`config.mk`:
```
export PLATFORM = sky130hd
export DESIGN_NAME = ccc_edge_filter
export DESIGN_NICKNAME = d
export VERILOG_FILES = /design/src/ccc_pkg.sv /design/src/ccc_edge_filter.sv
export SDC_FILE = /design/constraint.sdc
export NUM_CORES = 1
export LEC_CHECK = 0
export BUFFER_PORTS_ARGS = -buffer_cell sky130_fd_sc_hd__buf_2
export CAP_MARGIN = 0
export CELL_PAD_IN_SITES_DETAIL_PLACEMENT = 0
export CELL_PAD_IN_SITES_GLOBAL_PLACEMENT = 1
export CORE_UTILIZATION = 27
export DETAILED_ROUTE_END_ITERATION = 6
export PLACE_DENSITY_LB_ADDON = 0.1
export SYNTH_ARGS = -nofsm -noshare
export SYNTH_HDL_FRONTEND = slang
export SYNTH_SLANG_ARGS = --single-unit
```
`constraint.sdc`:
```
create_clock -name vclk -period 2.75
set_input_delay 0.4125 -clock vclk [all_inputs]
set_output_delay 0.4125 -clock vclk [all_outputs]
set_load 0.02 [all_outputs]
```
`src/ccc_pkg.sv`:
```
// Shared types and codes for the cut component classifier.
`timescale 1ns / 1ps
`default_nettype none
package ccc_pkg;
    typedef logic [8:0] slot_t;
    typedef logic [7:0] vertex_t;

    localparam int CUT_PORTS = 4;

    localparam logic ACT_LOAD  = 1'b0;
    localparam logic ACT_QUERY = 1'b1;

    localparam logic REG_VERTEX_COUNT = 1'b0;
    localparam logic REG_EDGE_COUNT   = 1'b1;
endpackage
`default_nettype wire

```
`src/ccc_edge_filter.sv`:
```
// Decides whether a stored edge takes part in the current query.
`timescale 1ns / 1ps
`default_nettype none
module ccc_edge_filter
    import ccc_pkg::*;
#(
    parameter int MAX_CUT = 4
) (
    input  wire vertex_t                  end_a,
    input  wire vertex_t                  end_b,
    input  wire logic [8:0]               nv,
    input  wire logic [10:0]              slot,
    input  wire slot_t [CUT_PORTS-1:0]    cuts,
    input  wire logic [2:0]               ncut,
    output logic                          live
);
    logic cut_hit;

    always_comb
    begin
        cut_hit = 1'b0;
        for (int k = 0; k < MAX_CUT; k++)
        begin
            if ((3'(k) < ncut) && ({2'b00, cuts[k]} == slot))
            begin
                cut_hit = 1'b1;
            end
        end
        live = ({1'b0, end_a} < nv) && ({1'b0, end_b} < nv) && !cut_hit;
    end
endmodule
`default_nettype wire

```
Word-level counts from Yosys, hierarchy flattened
Index checks and enable logic that the tools add are counted.
{"block": "totals", "ff_bits": 0, "wordCells": 21}
{"block": "classes", "order_cmp": 6, "eq_ne": 4, "mux": 4, "n_reduce_logical": 7}
{"operator": "equality test 9 x 11 -> 1 bit", "n": 4}
{"operator": "< comparator 8 x 9 -> 1 bit", "n": 2}
{"operator": "logical AND 1 bit", "n": 6}
{"operator": "< comparator 1 x 3 -> 1 bit, first input constant", "n": 2}
{"operator": "< comparator 2 x 3 -> 1 bit, first input constant", "n": 2}
{"operator": "two-way mux 1 bit", "n": 4}
{"operator": "zero test 1 bit", "n": 1}

Logic depth before layout (Yosys ltp)
Gate-level depths: netlist of run 1.
{"block": "depth", "word_depth": 8, "mapped_depth": 7}

Worst setup path after synthesis of run 1
Ideal clock, no wire load.
{"block": "synth_timing", "kind": "input-to-output", "start": "input port nv[3]", "end": "output port live", "arrival_time_ns": 1.522, "path_slack_ns": 0.815, "cell_stages": 6, "path_cell_list": "inv_1 > ha_1 > a211oi_1 > nor2_1 > o31ai_1 > and4_1"}
{"block": "synth_between", "elab_chain_cells": 3}
{"element": "start: declaration", "line": "ccc_edge_filter.sv:11", "source": "input wire logic [8:0] nv,"}
{"element": "< comparator 8 x 9 -> 1 bit", "line": "ccc_edge_filter.sv:29", "source": "live = ({1'b0, end_a} < nv) && ({1'b0, end_b} < nv) && !cut_hit;"}
{"element": "logical AND 1 bit (*) (2 in a row)", "line": "ccc_edge_filter.sv:29"}
{"element": "end: declaration", "line": "ccc_edge_filter.sv:15", "source": "output logic live"}
Every way passes the cells marked *; elsewhere a longest branch is shown, timed or not.

Worst setup path after layout of run 1
Same ends and word-level chain as after synthesis.

==> reports/qor.csv, run 1 <==
metric,value,unit
min cycle time layout,2180,ps
initial drt markers,12,
DR vias,953,
Finished Layout Cells,207,
Int Pwr,0.0939,mW
die area,3180,um2
Worst EP required,2340,ps
post-synth cell types,26,
Routed met1 length,939,um
antenna cells,0,
met3 WL,171,um
GP Congestion,0.754,
Peak VDD IR,0.0000706,V
Startpoint Class,input pin,
Max Fclk,458,MHz
Layout area overhead,51.3,%
DR WL met2,1.13,mm
Post-CTS Resized,0,
layout cells sized above 1,46.0,%
Sw Pwr,0.0771,mW
initial antenna violation count,0,
post-synthesis sequential area ratio,0,%
Final Hold Vio Count,0,
Slew HR,83.8,%
Clock Power Share,0,%
Post-CTS Hold Fix Bufs,0,
Cell Count Post-Placement,207,
Detailed Place HPWL,2.13,mm
GRT Util Overall,14.8,%
Power Density,142,nW/um2
post-layout util,43.4,%
site row count,19,
Sw Ratio,45.1,%
status,finished clean,
Post-DRT Antenna Nets,0,
static leakage,0.604,nW
Placeable Area,2780,um2
Synth Cell Area,798,um2
Pins Over Slew Limit,0,
wire per inst,10.8,um
port buffer count,76,
post-synthesis area per instance,7.83,um2
Seq Cell Count,0,
Crit. End Element,primary output,
Mapped Cells,102,
sequential power share,0,%
WP data arrival,1770,ps
Post CTS Setup Buffer Count,0,
Worst Path Max Fanout,2,
DR DRC count,0,
xor/xnor share of the synthesized area,39.5,%
Post-layout nets,267,
Compound-Gate Fraction of Synth Area,9.25,%
chip width,56.4,um
most frequent cells in the layout,"76 x buf_2, 27 x xnor2_1, 14 x ha_1",
top sig layer,met3,
Post-Route WL,2.24,mm
clock buffers,0,
worst slack on hold paths,1370,ps
largest net degree at the start of global routing,5,
portion of netlist area occupied by mux cells,0,%
Syn. warnings,0,
"Remaining Overflow, GRT",0,
"commonest non-fill, non-tap cell in the layout",buf_2,
vias in the first global route,987,
Setup TNS,0,ps
fin crit share,79.5,%
simple-gate share of the synthesized area,24.8,%
max_cap viols,0,
sequential cell area,0,um2
first-pass GRT wire length,3.93,mm
Post-Syn Nets,191,
largest family of logic cells by synthesized area,XOR/XNOR gates,
RSZ-0062 raised after global routing,no,
Synth Area in Adders,21.9,%
final setup fails,0,
DR vias/cell,4.60,
initial core utilization,28.7,%
HP Class,in -> out,
I/O pin count,76,
CP Class,in -> out,
Least-Margin Pin Slew,240,ps
die height,56.4,um
first-pass iteration count of the detailed router,4,
cell depth of the worst hold path,5,
combinational share of power,100.0,%
-- cell usage after synthesis --
cell	n	area [um2]
xnor2_1	27	236
ha_1	14	175
xor2_1	9	78.8
inv_1	7	26.3
nand4_1	7	43.8
a21oi_1	5	25.0
nor2_1	4	15.0
nor3_1	4	20.0
a211oi_1	2	15.0
buf_2	2	10.0
nand2_1	2	7.51
nand2b_1	2	12.5
nor3_2	2	20.0
nor4_1	2	12.5
o21ai_0	2	10.0
a21o_1	1	7.51
and4_1	1	8.76
nand3_1	1	5.00
nand4_2	1	12.5
nand4b_1	1	8.76
nor2_2	1	6.26
nor2b_1	1	6.26
nor4_2	1	12.5
o31ai_1	1	7.51
o41ai_1	1	8.76
or3_1	1	6.26
-- critical path: stages --
cell and delay, ps:
buf_2 70, inv_1 50, ha_1 290, a211oi_1 240, nor2_1 80, o31ai_1 260
and4_1 220, buf_2 160
-- routing by layer --
metal / GRT usage, % / vias to the layer above
li1: - / 510
met1: 18.3 / 404
met2: 28.6 / 39
met3: 1.84 / 0
met4: 0 / 0
met5: 0 / -
-- final cells by class --
cell class	instances	area, um2
repair buffers	76	380
well taps	31	38.8
inverters	7	26.3
fillers	324	1570
multi-input cells	93	762
-- power by group through the flow --
stage          clock network (mW)  logic (mW)  registers [mW]
6_report                        0       0.171               0
5_1_grt                         0       0.195               0
3_5_place_dp                    0       0.173               0
2_1_floorplan                   0      0.0915               0
3_3_place_gp                    0       0.170               0
4_1_cts                         0       0.174               0
-- cells by family (layout without fill, tap and decap cells) --
group,count (synthesis),in the layout
XOR/XNOR,36,36
AND/OR/NAND/NOR,31,31
buffers and inverters,9,83
adder cells (fa/ha/maj),14,14
AO/OA/AOI/OAI,12,12
-- worst paths after layout --
kind | startpoint | endpoint | slack (ps)
max | nv[3] | live | 570
min | nv[8] | live | 1370
-- through the flow --
stage,total power [mW],setup WS (ps),instance area [um2]
global placement,0.170,642,1210
CTS,0.174,560,1210
global route,0.195,433,1210
floorplan,0.0915,815,798
detailed placement,0.173,570,1210
finish,0.171,565,1210
(Power assumes the default switching activity.)
==> run 2: changes to the inputs <==
--- a/config.mk
+++ b/config.mk
@@ -9,7 +9,7 @@
 export CAP_MARGIN = 0
 export CELL_PAD_IN_SITES_DETAIL_PLACEMENT = 0
 export CELL_PAD_IN_SITES_GLOBAL_PLACEMENT = 1
-export CORE_UTILIZATION = 27
+export CORE_UTILIZATION = 22
 export DETAILED_ROUTE_END_ITERATION = 6
 export PLACE_DENSITY_LB_ADDON = 0.1
 export SYNTH_ARGS = -nofsm -noshare
==> constraint.sdc (replaced) <==
create_clock -name vclk -period 1.84
set_input_delay 0.276 -clock vclk [all_inputs]
set_output_delay 0.276 -clock vclk [all_outputs]
set_load 0.02 [all_outputs]
==> reports/qor.csv, run 2 (synthesis results as in run 1) <==
metric,value,unit
status,finished clean,
Power Density,216,nW/um2
Final Hold Vio Count,0,
max_cap viols,0,
Post-Route WL,2.50,mm
initial drt markers,10,
antenna cells,0,
HP Class,in -> out,
layout cells sized above 1,50.8,%
initial antenna violation count,0,
Max Fclk,564,MHz
"Remaining Overflow, GRT",0,
DR DRC count,0,
pre-CTS setup slack,-36.1,ps
Slew HR,83.7,%
Crit. End Element,primary output,
largest net degree at the start of global routing,5,
DP Area,1230,um2
Layout area overhead,60.8,%
WP data arrival,1500,ps
Setup TNS,0,ps
static leakage,0.612,nW
chip width,62.2,um
Post-layout nets,268,
setup ws final,66.1,ps
vias in the first global route,975,
# fillers,371,
sequential cell area,0,um2
Seq Cell Count,0,
clock buffers,0,
Post-DRT Antenna Nets,0,
Worst Path Max Fanout,4,
Design Power,0.278,mW
fin area,1280,um2
Post-CTS Hold Fix Bufs,0,
Startpoint Class,input pin,
CP Class,in -> out,
die area,3870,um2
min cycle time layout,1770,ps
DR vias/cell,4.35,
"commonest non-fill, non-tap cell in the layout",buf_2,
fin crit share,96.4,%
Pins Over Slew Limit,0,
die height,62.2,um
GP Congestion,0.769,
final setup fails,0,
RSZ-0062 raised after global routing,no,
Placeable Area,3420,um2
wire per inst,11.2,um
initial core utilization,23.4,%
site row count,21,
port buffer count,76,
Peak VDD IR,0.0000590,V
Worst EP required,1560,ps
GRT Util Overall,12.5,%
multi-input combinational cell area,806,um2
first-pass iteration count of the detailed router,4,
Least-Margin Pin Slew,242,ps
I/O pin count,76,
first-pass GRT wire length,4.10,mm
Detailed Place HPWL,2.33,mm
most frequent cells in the layout,"75 x buf_2, 27 x xnor2_1, 12 x ha_1",
DR vias,971,
-- run 2: cell types whose count changed in the layout (fill, tap and decap cells not counted), moves of 2 or more --
cell	previous run	this run
a211oi_1	2	0
a211oi_2	0	2
ha_1	14	12
ha_4	0	2
inv_1	7	5
inv_2	0	2
-- run 2: worst max-delay path: stages --
cell,delay [ps]
buf_2,140
xor2_1,160
or3_1,380
nor3_2,100
nor3_1,80
and4_1,220
buf_6,130
-- run 2: what timing repair did --
item	in CTS	in global routing
gates resized for setup	2	9
pin swaps	1	4
buffers inserted	0	0
endpoints found under the setup margin	1	1
-- run 2: through the flow --
step                      hold WS (ps)  util [%]  std cells
after global placement            1100      36.1        223
after CTS                         1080      36.3        223
after global routing              1120      37.6        223
after detailed placement          1110      36.1        223
final                             1090      37.6        223
after floorplan                    890         -        102
-- run 2: worst paths after layout --
kind | start | to | cells past startpoint
worst max-delay path | slot[4] | live | 7
worst min-delay path | nv[8] | live | 5
-- run 2: layout make-up --
class              count  area share (%)
inverters              7            2.05
well taps             46            4.48
repair buffers        77            30.7
multi-input cells     93            62.8
-- run 2: layer usage --
metal  vias to the layer above  global-route usage, %  share of wire [%]
met1                       418                   15.5                 44
li1                        514                      -                  -
met4                         0                      0                  0
met2                        39                   23.8                 49
met5                         -                      0                  0
met3                         0                   2.21                6.7
-- run 2: power by group --
part           switching (mW)  total, mW  internal [mW]  leakage [nW]
clock                       0          0              0             0
combinational           0.125      0.278          0.153         0.612
sequential                  0          0              0             0
